--- src/cdc_pkg.sv ---
package cdc_pkg;

    // Command codes
    localparam logic [1:0] CMD_SET  = 2'd0;
    localparam logic [1:0] CMD_INC  = 2'd1;
    localparam logic [1:0] CMD_DEC  = 2'd2;
    localparam logic [1:0] CMD_CMP  = 2'd3;

    // Status codes
    localparam logic [2:0] STAT_OK        = 3'd0;
    localparam logic [2:0] STAT_EARLY     = 3'd1;
    localparam logic [2:0] STAT_BAD_DATE  = 3'd2;
    localparam logic [2:0] STAT_AT_BASE   = 3'd3;
    localparam logic [2:0] STAT_OVERFLOW  = 3'd4;

    localparam logic [15:0] CDC_BASE_YEAR = 16'd1970;
    localparam logic [15:0] CDC_YEAR_MAX  = 16'hFFFF;
    localparam logic [3:0]  CDC_DECEMBER  = 4'd12;
    localparam logic [3:0]  CDC_FEBRUARY  = 4'd2;
    localparam logic [4:0]  CDC_LAST_DAY  = 5'd31;
    localparam logic [4:0]  CDC_FEB_LEAP  = 5'd29;

    // Divisibility by 25: multiply by the inverse of 25 mod 2^16,
    // divisible exactly when the product lands at or below 65535 / 25
    localparam logic [15:0] CDC_INV25     = 16'd23593;
    localparam logic [15:0] CDC_DIV25_MAX = 16'd2621;

    localparam logic [4:0] CDC_MONTH_LEN [0:11] = '{
        5'd31, 5'd28, 5'd31, 5'd30, 5'd31, 5'd30,
        5'd31, 5'd31, 5'd30, 5'd31, 5'd30, 5'd31
    };

    typedef struct packed {
        logic [1:0]  kind;
        logic [4:0]  day_in;
        logic [3:0]  month_in;
        logic [15:0] year_in;
    } cdc_req_t;

    typedef struct packed {
        logic [4:0]  day_out;
        logic [3:0]  month_out;
        logic [15:0] year_out;
        logic        leap_year;
        logic [2:0]  status;
        logic        dates_match;
    } cdc_rsp_t;

    typedef struct packed {
        logic [4:0]  day;
        logic [3:0]  month;
        logic [15:0] year;
        logic        leap;
    } cdc_date_t;

    // Leap: divisible by 400, or by 4 and not by 100
    function automatic logic leap_of(input logic [15:0] y);
        logic [15:0] prod;
        logic        div25;
        prod  = 16'(y * CDC_INV25);
        div25 = (prod <= CDC_DIV25_MAX);
        return ((y[1:0] == 2'd0) && !div25) || ((y[3:0] == 4'd0) && div25);
    endfunction

    // Month length; an out-of-range month reads as 31
    function automatic logic [4:0] days_in(input logic [3:0] m, input logic leap);
        logic [3:0] idx;
        idx = m - 4'd1;
        if (m == 4'd0 || m > CDC_DECEMBER) begin
            return CDC_LAST_DAY;
        end else if (m == CDC_FEBRUARY && leap) begin
            return CDC_FEB_LEAP;
        end else begin
            return CDC_MONTH_LEN[idx];
        end
    endfunction

endpackage

--- src/cdc_date_step.sv ---
module cdc_date_step import cdc_pkg::*; #(
    parameter logic [15:0] BASE_YEAR = CDC_BASE_YEAR
) (
    input  cdc_req_t  req,
    input  cdc_date_t cur,
    output cdc_date_t date_next,
    output cdc_rsp_t  rsp
);

    logic        set_leap;
    logic        set_bad;
    logic [5:0]  day_inc;
    logic        at_last;
    logic        at_base;
    logic [3:0]  dec_month;
    logic [2:0]  status;
    logic        match;
    logic        year_moved;
    cdc_date_t   nd;

    // Check a set request against the year it brings
    assign set_leap = leap_of(req.year_in);
    assign set_bad  = (req.month_in == 4'd0) || (req.month_in > CDC_DECEMBER) ||
                      (req.day_in == 5'd0) ||
                      (req.day_in > days_in(req.month_in, set_leap));

    assign day_inc   = {1'b0, cur.day} + 6'd1;
    assign at_last   = (cur.day == CDC_LAST_DAY) && (cur.month == CDC_DECEMBER) &&
                       (cur.year == CDC_YEAR_MAX);
    assign at_base   = (cur.day == 5'd1) && (cur.month == 4'd1) && (cur.year == BASE_YEAR);
    assign dec_month = (cur.month <= 4'd1) ? CDC_DECEMBER : cur.month - 4'd1;

    // Advance the date by command
    always_comb begin
        nd         = cur;
        status     = STAT_OK;
        match      = 1'b0;
        year_moved = 1'b0;
        case (req.kind)
            CMD_SET: begin
                if (req.year_in < BASE_YEAR) begin
                    status = STAT_EARLY;
                end else if (set_bad) begin
                    status = STAT_BAD_DATE;
                end else begin
                    nd.day   = req.day_in;
                    nd.month = req.month_in;
                    nd.year  = req.year_in;
                    nd.leap  = set_leap;
                end
            end
            CMD_INC: begin
                if (at_last) begin
                    status = STAT_OVERFLOW;
                end else if (day_inc > {1'b0, days_in(cur.month, cur.leap)}) begin
                    nd.day = 5'd1;
                    if (cur.month >= CDC_DECEMBER) begin
                        nd.month   = 4'd1;
                        nd.year    = cur.year + 16'd1;
                        year_moved = 1'b1;
                    end else begin
                        nd.month = cur.month + 4'd1;
                    end
                end else begin
                    nd.day = day_inc[4:0];
                end
            end
            CMD_DEC: begin
                if (at_base) begin
                    status = STAT_AT_BASE;
                end else if (cur.day <= 5'd1) begin
                    nd.month = dec_month;
                    if (cur.month <= 4'd1) begin
                        nd.year    = cur.year - 16'd1;
                        year_moved = 1'b1;
                    end
                    // December is always 31 days, so the old leap flag serves
                    nd.day = days_in(dec_month, cur.leap);
                end else begin
                    nd.day = cur.day - 5'd1;
                end
            end
            CMD_CMP: begin
                match = (req.day_in == cur.day) && (req.month_in == cur.month) &&
                        (req.year_in == cur.year);
            end
            default: begin
                nd = cur;
            end
        endcase
        if (year_moved) begin
            nd.leap = leap_of(nd.year);
        end
    end

    assign date_next = nd;

    assign rsp.day_out     = nd.day;
    assign rsp.month_out   = nd.month;
    assign rsp.year_out    = nd.year;
    assign rsp.leap_year   = nd.leap;
    assign rsp.status      = status;
    assign rsp.dates_match = match;

endmodule

--- src/calendar_date_counter_unit.sv ---
// Gregorian date counter with a floor at 01-01-BASE_YEAR. Each request is
// a command (set, increment day, decrement day, compare) and yields one
// response with the stored date after the command, its leap flag, a status
// code and, for compare, a match flag. A request is registered on entry,
// the date update is combinational between that register and the response
// register, and one request is taken per cycle as long as responses are
// taken. The stored date resets to 01-01-BASE_YEAR.
module calendar_date_counter_unit import cdc_pkg::*; #(
    parameter logic [15:0] BASE_YEAR = CDC_BASE_YEAR
) (
    input  logic     aclk,
    input  logic     aresetn,
    input  logic     s_valid,
    output logic     s_ready,
    input  cdc_req_t s_payload,
    output logic     m_valid,
    input  logic     m_ready,
    output cdc_rsp_t m_payload
);

    logic      in_valid_reg;
    cdc_req_t  in_req_reg;
    logic      out_valid_reg;
    cdc_rsp_t  out_rsp_reg;
    cdc_date_t cur_reg;
    cdc_date_t cur_next;
    cdc_rsp_t  rsp_next;
    logic      out_free;

    assign out_free = !out_valid_reg || m_ready;
    assign s_ready  = !in_valid_reg || out_free;

    cdc_date_step #(
        .BASE_YEAR (BASE_YEAR)
    ) u_step (
        .req       (in_req_reg),
        .cur       (cur_reg),
        .date_next (cur_next),
        .rsp       (rsp_next)
    );

    // Hold the request, advance it into the response and commit the date
    always_ff @(posedge aclk) begin
        if (!aresetn) begin
            in_valid_reg  <= 1'b0;
            out_valid_reg <= 1'b0;
            cur_reg.day   <= 5'd1;
            cur_reg.month <= 4'd1;
            cur_reg.year  <= BASE_YEAR;
            cur_reg.leap  <= leap_of(BASE_YEAR);
        end else begin
            if (s_ready) begin
                in_valid_reg <= s_valid;
            end
            if (out_free) begin
                out_valid_reg <= in_valid_reg;
                if (in_valid_reg) begin
                    cur_reg <= cur_next;
                end
            end
        end
    end

    // Payload registers
    always_ff @(posedge aclk) begin
        if (s_valid && s_ready) begin
            in_req_reg <= s_payload;
        end
        if (out_free && in_valid_reg) begin
            out_rsp_reg <= rsp_next;
        end
    end

    assign m_valid   = out_valid_reg;
    assign m_payload = out_rsp_reg;

endmodule
--- config.mk ---
export PLATFORM = sky130hd
export DESIGN_NAME = calendar_date_counter_unit
export DESIGN_NICKNAME = d
export VERILOG_FILES = /design/src/cdc_pkg.sv /design/src/cdc_date_step.sv /design/src/calendar_date_counter_unit.sv
export SDC_FILE = /design/constraint.sdc
export NUM_CORES = 1
export LEC_CHECK = 0
export ABC_CLOCK_PERIOD_IN_PS = 17700
export BUFFER_PORTS_ARGS = -buffer_cell sky130_fd_sc_hd__buf_2
export CAP_MARGIN = 20
export CORE_MARGIN = 3
export CORE_UTILIZATION = 54
export DETAILED_ROUTE_END_ITERATION = 10
export PLACE_DENSITY = 0.71
export SYNTH_ARGS = -nofsm -noshare
export SYNTH_HDL_FRONTEND = slang
export SYNTH_SLANG_ARGS = --single-unit
--- constraint.sdc ---
create_clock -name aclk -period 17.7 [get_ports aclk]
set_clock_uncertainty 0.2 [all_clocks]
set_input_delay 4.425 -clock aclk [delete_from_list [all_inputs] [get_ports aclk]]
set_output_delay 4.425 -clock aclk [all_outputs]
set_load 0.01 [all_outputs]
# == Word level (Yosys, flattened, before mapping) ==
# Memory sizes are Yosys's and may differ from the RTL's.
# Index checks and enable logic that the tools add are counted.
# op_classes
add_sub_neg,8
multipliers,2
order_cmp,14
eq_ne,15
muxes,41
bitwise,3
reduce_logical,38
# op_table
operator,n
two-way mux 5 bit,16
case mux 25 bit (3 select lines),1
two-way mux 26 bit,2
two-way mux 25 bit,2
two-way mux 20 bit,2
less-or-equal comparator 16 x 12 -> 1 bit (second input constant),2
multiplier 16 x 15 -> 16 bit (second input constant),2
two-way mux 16 bit,2
logical NOT 4 bit,5
adder 16 x 1 -> 16 bit (second input constant),1
== test 16 x 11 -> 1 bit (second input constant),1
== test 16 bit,1
== test 16 bit (second input constant),1
less-than comparator 16 x 11 -> 1 bit (second input constant),1
subtractor 16 x 1 -> 16 bit (second input constant),1
greater-or-equal comparator 5 bit (second input constant),3
logical AND 1 bit,15
NOT 4 -> 5 bit,3
== test 4 x 2 -> 1 bit (second input constant),3
greater-than comparator 4 bit (second input constant),3
subtractor 4 x 1 -> 4 bit (second input constant),3
logical OR 1 bit,9
case mux 3 bit (3 select lines),1
two-way mux 1 bit,8
24 further kinds,33
# totals
register_bits,85
rom_bits,240
in_bits,31
word_cells,140
mem_count,3
# memory_table
memory,depth,word_bits,rd,rd_ports_with_merged_regs,write_ports,line_no,text
(no name shown),16,5,1,0,0,cdc_pkg.sv:74,return CDC_MONTH_LEN[idx];
(no name shown),16,5,1,0,0,cdc_pkg.sv:74,
(no name shown),16,5,1,0,0,cdc_pkg.sv:74,

# == Logic depth before layout (Yosys ltp) ==
# Gate-level depths: netlist of the first run.
# logic_depth
word_depth,19
ltp_mapped,51
depth_no_buf,50

# == By module ==
# From an unflattened synthesis of the first run, not the netlist that was laid out.
# hier_totals
hier_cells,1019
hier_area_um2,9257.6
# modules_own_cells
mod,instances,cells_each,area_each_um2
cdc_date_step,1,839,6404.9
calendar_date_counter_unit,1,180,2852.7

# == Worst setup path before layout of the first run ==
# No wires, ideal clock.
# synth_timing
kind,flip-flop to flip-flop
startpoint,reg in_req_reg[0] (netlist name)
endpoint,"reg out_rsp_reg, in the netlist m_payload[4] (data pin)"
setup_time_ps,265
t_arrival_ps,10392
path_slack_ps,6843
stages_incl_launch_ff,46
n_path_buf,2
path_cell_list,edfxtp_1 ha_1 ha_1 inv_1 fa_1 fa_1 inv_1 fa_1 ha_1 xnor2_1 xnor2_1 xnor3_1 a221oi_1 o211ai_1 o21ai_0 a21oi_1 nor3_1 a31oi_1 [... 10 more ...] inv_1 ha_1 ha_1 fa_1 inv_1 fa_1 inv_1 fa_1 ha_1 xor2_1 xnor2_1 xnor2_1 xnor2_1 xnor2_1 xnor2_1 xnor3_1 nor3_1 nor3_1
# synth_rtl
item,line_no,text
"start, declared",calendar_date_counter_unit.sv:22,cdc_req_t in_req_reg;
"start signal, assigned",calendar_date_counter_unit.sv:67,in_req_reg <= s_payload;
"end signal, assigned",calendar_date_counter_unit.sv:70,out_rsp_reg <= rsp_next;
"end, declared",calendar_date_counter_unit.sv:24,cdc_rsp_t out_rsp_reg;

==> flow_metrics.env, run 1 <==
export IMPL_clock_sinks=85
export IMPL_grt_max_degree=57
export IMPL_place_inst=1250
export IMPL_slew_headroom_pct=47.87
export IMPL_yosysWarnings=0
export IMPL_drive_gt1_share_pct=10.18
export IMPL_grt_pass1_wl_mm=40.34
export IMPL_row_count=46
export IMPL_synth_area_top_cells="ha_1 (20%), edfxtp_1 (19%), fa_1 (7.9%)"
export IMPL_seqPwrFrac_pct=24.5
export IMPL_clock_latency_ns=0.36
export IMPL_synth_main_ff_cell="edfxtp_1"
export IMPL_antenna_found_initial=1
export IMPL_p_switching_mw=0.4275
export IMPL_area_growth_pct=7.768
export IMPL_fin_crit_ns=11.62
export IMPL_cts_tree="built"
export IMPL_netlist_area_leader_share_pct=20.10
export IMPL_drtIter0Drc=709
export IMPL_reg2reg_depth=47
export IMPL_ant_nets=0
export IMPL_ir_drop_mv=0.08954
export IMPL_synthArstFlopShare_pct=0
export IMPL_finalCritPeriodShare_pct=65.62
export IMPL_synth_edff_count=57
export IMPL_synth_seq_area_share_pct=24.84
export IMPL_r2r_start="in_req_reg[0]"
export IMPL_cp_required_ns=17.60
export IMPL_numPortBuffers=62
export IMPL_crit_fanout=25
export IMPL_ctsLongestPathBuffers=2
export IMPL_gp_congestion=1.015
export IMPL_drt_pass1_iterations=6
export IMPL_die_area_mm2=0.01854
export IMPL_holdWs_ns=0.3231
export IMPL_clk_pin_slew_ns=0.06
export IMPL_holdCritStartpoint="in_valid_reg"
export IMPL_cts_hold_buffers_added=0
export IMPL_hold_depth=2
export IMPL_pwr_share_clk_pct=18.4
export IMPL_ys_ff_latch=85
export IMPL_reg2reg_to="m_payload[4]"
export IMPL_p_leak_nw=4.561
export IMPL_path_common_cell="ha_1"
export IMPL_crit_arrival_ns=11.51
export IMPL_synth_nets=1231
export IMPL_routed_via_density=6.152
export IMPL_synth_area_leader_cell="ha_1"
export IMPL_internal_power_mw=0.5929
export IMPL_setup_viol=0
export IMPL_coreArea_mm2=0.01623
export IMPL_grt_total_usage_pct=27.98
export IMPL_post_drt_wl_per_cell_um=19.82
export IMPL_power_total_mw=1.020
export IMPL_fin_cells=1267
export IMPL_cellPowerDensity_mw_per_mm2=103.5
export IMPL_netlist_area_mm2=0.009149
export IMPL_drt_total_wl_mm=25.11
export IMPL_die_y_um=136.2
export IMPL_crit_type="reg -> reg"
export IMPL_nets=1260
export IMPL_report_final_slew_viol_count=0
export IMPL_status="complete, no violations"
export IMPL_synth_area_per_cell_um2=8.996
export IMPL_num_vias=7794
export IMPL_io_pins=63
export IMPL_start_kind="flop"
export IMPL_root_buffer="clkbuf_16"
export IMPL_worstHoldPathType="reg -> reg"
export IMPL_crit_start="in_req_reg[0]"
export IMPL_numCtsBuffers=9
export IMPL_fmax_ghz=0.08609
export IMPL_switching_share_pct=41.90
export IMPL_diodes=0
export IMPL_max_stage_delay_ns=0.57
export IMPL_slowest_stage="edfxtp_1"
export IMPL_synth_cells=1017
export IMPL_cp_end_kind="flop"
export IMPL_largest_register_ffs=30
export IMPL_setup_tns_ns=0
export IMPL_synth_cell_type_count=83
export IMPL_comb_power_share_pct=57.1
export IMPL_start_util_pct=56.37
export IMPL_grt_pass1_vias=7591
export IMPL_max_cap_violations=0
export IMPL_cts_resized_gates=0
export IMPL_hold_viol=0
export IMPL_synthTopCellsByCount="ha_1 (147), inv_1 (128), nand2_1 (63)"
export IMPL_drc=0
export IMPL_post_synth_top_count_cell="ha_1"
export IMPL_grt_overflow=0
export IMPL_worst_slew_pin_slew_ns=0.7791
export IMPL_die_x_um=136.2
export IMPL_final_util_pct=60.75
export IMPL_ff2ff_setup_slack_ns=6.08
export IMPL_rsz0062_at_grt="no"
export IMPL_dp_hpwl_mm=19.36
export IMPL_min_to="m_valid"
export IMPL_htree_levels=3
export IMPL_cts_setup_buffers=0
per-stage QoR:
step	worst slack, ns	cell area (µm²)
floorplan	6.843	9149
global placement	6.363	9555
detailed placement	6.157	9555
global route	5.287	9859
finish	6.085	9859
CTS	6.120	9839
power by group through the flow:
stage,Combinational (mW),Sequential [mW],Clock (mW)
floorplan,0.464,0.240,0
global placement,0.565,0.253,0
CTS,0.585,0.249,0.191
finish,0.583,0.250,0.188
global route,0.663,0.251,0.200
detailed placement,0.580,0.253,0
worst max-delay path, delay by kind of cell (launching register included):
| family | cells | cell delay, ns |
|---|---|---|
| compound gates | 13 | 2.44 |
| simple gates | 7 | 0.97 |
| fa+ha+maj | 14 | 5.24 |
| flops | 1 | 0.57 |
| buf+inv | 7 | 0.70 |
| xor+xnor | 6 | 1.21 |
cells by family after synthesis:
logic type | synth area share, %
and+or+nand+nor | 15.70
AOI/OAI and AO/OA | 17.05
buffers and inverters | 8.096
adders and majority gates | 27.98
DFF | 24.84
xor gates and xnor gates | 6.004
muxes | 0.3282
layout by cell type, fill, tap and decap left out, types with 12 or more instances in the layout:
cell / netlist / routed
buf_2: 12 / 62
xor2_1: 24 / 24
o211ai_1: 15 / 15
nand3_1: 29 / 29
a21oi_1: 44 / 44
edfxtp_1: 57 / 57
fa_1: 36 / 36
nor4_1: 16 / 16
o21ai_0: 41 / 41
xnor2_1: 31 / 31
nand2_1: 63 / 63
dfxtp_1: 28 / 28
ha_1: 147 / 147
a31oi_1: 12 / 12
nor2_1: 62 / 62
nor3_1: 32 / 32
inv_1: 128 / 128
layer usage:
layer  track usage (%)  vias up  share of wire [%]
met2             43.26      328                 45
met4             12.49        2                4.2
met3             6.033       95                7.0
met5                 0        -              0.064
li1                  -     3695                  -
met1             37.75     3674                 43
worst max path at each step:
stage | end | cells past startpoint
global placement | m_payload[4] | 44
global route | m_payload[4] | 48
CTS | m_payload[4] | 47
detailed placement | m_payload[4] | 45
floorplan | m_payload[4] | 45
finish | m_payload[4] | 47
layout make-up:
type | instances | area (µm²)
multi-input combinational | 745 | 6136
tap | 216 | 270.3
fill | 1454 | 6371
clock buffer | 10 | 229.0
clock inverter | 6 | 55.05
inverter | 133 | 499.2
sequential | 85 | 2272
timing repair buffer | 72 | 397.9
Note: power is estimated with default switching activity, not from simulation.
==> run 2, diff against run 1 <==
--- a/config.mk
+++ b/config.mk
@@ -5,13 +5,13 @@
 export SDC_FILE = /design/constraint.sdc
 export NUM_CORES = 1
 export LEC_CHECK = 0
-export ABC_CLOCK_PERIOD_IN_PS = 17700
+export ABC_CLOCK_PERIOD_IN_PS = 10400
 export BUFFER_PORTS_ARGS = -buffer_cell sky130_fd_sc_hd__buf_2
 export CAP_MARGIN = 20
 export CORE_MARGIN = 3
 export CORE_UTILIZATION = 54
 export DETAILED_ROUTE_END_ITERATION = 10
-export PLACE_DENSITY = 0.71
+export PLACE_DENSITY = 0.74
 export SYNTH_ARGS = -nofsm -noshare
 export SYNTH_HDL_FRONTEND = slang
 export SYNTH_SLANG_ARGS = --single-unit
==> constraint.sdc (replaced) <==
create_clock -name aclk -period 10.4 [get_ports aclk]
set_clock_uncertainty 0.2 [all_clocks]
set_input_delay 2.6 -clock aclk [delete_from_list [all_inputs] [get_ports aclk]]
set_output_delay 2.6 -clock aclk [all_outputs]
set_load 0.01 [all_outputs]
==> run 2 against run 1 <==
The flow now finishes with violations (setup timing). Via count grew 7.9%. Clock-buffer cell count shrank 1. Register-to-register slack lost 6.4 ns. Flip-flop and latch count is the same. Largest power group unchanged. Highest routed layer is now met4.
==> flow_metrics.env, run 2 (synthesis gave the netlist of run 1 again) <==
export IMPL_gp_congestion=0.9946
export IMPL_nets=1356
export IMPL_final_common_cell="ha_1"
export IMPL_report_final_slew_viol_count=0
export IMPL_antenna_found_initial=0
export IMPL_clock_latency_ns=0.36
export IMPL_dp_hpwl_mm=21.12
export IMPL_path_buf_inv=5
export IMPL_reg2reg_to="m_payload[4]"
export IMPL_clock_sinks=85
export IMPL_start_kind="flop"
export IMPL_numPortBuffers=62
export IMPL_ctsLongestPathBuffers=2
export IMPL_worst_slew_pin_slew_ns=1.012
export IMPL_cts_tree="built"
export IMPL_largest_register_ffs=30
export IMPL_grt_pass1_wl_mm=43.57
export IMPL_die_area_mm2=0.01854
export IMPL_violations="setup timing"
export IMPL_routed_via_density=6.170
export IMPL_layout_common_cells="ha_1 (126), inv_1 (109), buf_4 (98)"
export IMPL_crit_type="reg -> reg"
export IMPL_grt_pass1_vias=8274
export IMPL_drive_gt1_share_pct=25.02
export IMPL_rsz0062_at_grt="yes"
export IMPL_grt_overflow=0
export IMPL_ff2ff_setup_slack_ns=-0.29
export IMPL_drt_pass1_iterations=6
export IMPL_cp_required_ns=10.30
export IMPL_diodes=0
export IMPL_row_count=46
export IMPL_crit_family="adder cells"
export IMPL_ant_nets=0
export IMPL_root_buffer="clkbuf_16"
export IMPL_ir_drop_mv=0.4069
export IMPL_area_growth_pct=22.10
export IMPL_drc=0
export IMPL_fin_crit_ns=10.69
export IMPL_p_switching_mw=0.8780
export IMPL_post_drt_wl_per_cell_um=20.43
export IMPL_holdCritStartpoint="in_valid_reg"
export IMPL_die_y_um=136.2
export IMPL_clk_pin_slew_ns=0.07
export IMPL_hold_viol=0
export IMPL_io_pins=63
export IMPL_final_util_pct=68.83
export IMPL_slowest_stage="fa_1"
export IMPL_coreArea_mm2=0.01623
export IMPL_crit_fanout=5
export IMPL_comb_power_share_pct=63.7
export IMPL_drtIter0Drc=879
export IMPL_fmax_ghz=0.09352
export IMPL_start_util_pct=56.37
export IMPL_cts_hold_buffers_added=0
export IMPL_pwr_share_clk_pct=16.8
export IMPL_htree_levels=3
export IMPL_fin_ws_ns=-0.2931
export IMPL_worstHoldPathType="reg -> reg"
export IMPL_finalCritPeriodShare_pct=102.8
export IMPL_cp_end_kind="flop"
export IMPL_die_x_um=136.2
export IMPL_cellPowerDensity_mw_per_mm2=192.5
export IMPL_seqPwrFrac_pct=19.6
export IMPL_r2r_start="in_req_reg[2]"
export IMPL_numCtsBuffers=9
export IMPL_path_common_cell="fa_1"
export IMPL_internal_power_mw=1.273
export IMPL_status="finished, violations left"
export IMPL_max_stage_delay_ns=0.52
export IMPL_grt_total_usage_pct=30.50
export IMPL_fill_cells=1285
export IMPL_drt_total_wl_mm=27.84
export IMPL_crit_arrival_ns=10.59
export IMPL_switching_share_pct=40.82
export IMPL_p_leak_nw=5.082
export IMPL_power_total_mw=2.151
export IMPL_hold_depth=2
export IMPL_reg2reg_depth=42
export IMPL_setup_viol=2
export IMPL_max_cap_violations=0
export IMPL_slew_headroom_pct=31.82
export IMPL_preCtsSetupSlack_ns=-0.6213
export IMPL_grt_max_degree=57
export IMPL_min_to="m_valid"
export IMPL_num_vias=8410
[run 2: changes by cell type in the layout (fill, tap and decap cells not counted), sizes merged]
cell	previous run	this run
inv	136	135
clkbuf	10	9
clkinvlp	0	1
clkinv	3	2
buf	72	168
bufinv	0	2
[run 2: layer usage]
metal / routed length, µm / global-route usage, % / share of wire (%)
met1: 11180 / 38.22 / 40
met4: 1073 / 11.14 / 3.9
met5: 0 / 0 / 0
met3: 2254 / 6.995 / 8.1
met2: 13340 / 51.49 / 48
[run 2: power by group through the flow]
| stage | sequential, mW | clock [mW] | combinational [mW] |
|---|---|---|---|
| 3_5_place_dp | 0.426 | 0 | 1.08 |
| 3_3_place_gp | 0.425 | 0 | 1.04 |
| 6_report | 0.421 | 0.361 | 1.37 |
| 4_1_cts | 0.419 | 0.367 | 1.28 |
| 2_1_floorplan | 0.409 | 0 | 0.802 |
| 5_1_grt | 0.423 | 0.379 | 1.51 |
[run 2: through the flow]
step / setup TNS [ns] / hold WS (ns) / cell area (µm²) / instances
5_1_grt: -1.446 / 0.3385 / 11170 / 1363
3_5_place_dp: -1.202 / 0.3115 / 10160 / 1326
2_1_floorplan: 0 / 0.2829 / 9184 / 1017
3_3_place_gp: -0.8452 / 0.3046 / 10160 / 1326
4_1_cts: -0.3606 / 0.3185 / 10970 / 1358
6_report: -0.5557 / 0.3162 / 11170 / 1363
[run 2: what timing repair did]
action,CTS,global route
setup buffers,16,4
gates resized for setup,69,31
setup endpoints to repair,2,2
pin swaps,70,18
[run 2: tightest hold or removal path, stage by stage, from the launching register on]
cell     delay [ns]
dfxtp_1        0.33
nor2_1         0.10
nor2_1         0.04
[run 2: worst max-delay path by stage]
stage / start / end / cells after the start
final: in_req_reg[2] / m_payload[4] / 42
after global routing: in_req_reg[3] / cur_reg[0] / 45
after CTS: in_req_reg[11] / cur_reg[0] / 46
after detailed placement: in_req_reg[2] / cur_reg[0] / 47
after global placement: in_req_reg[2] / cur_reg[0] / 47
after floorplan: in_req_reg[0] / cur_reg[0] / 45
[run 2: final cells by class]
| cell class | count | area, µm² | area share [%] |
|---|---|---|---|
| multi-input combinational | 745 | 6654 | 59.57 |
| sequential | 85 | 2272 | 20.34 |
| timing repair buffer | 168 | 1145 | 10.25 |
| inverter | 133 | 499.2 | 4.469 |
| tap | 216 | 270.3 | 2.419 |
| clock buffer | 9 | 225.2 | 2.016 |
| clock inverter | 7 | 105.1 | 0.9409 |
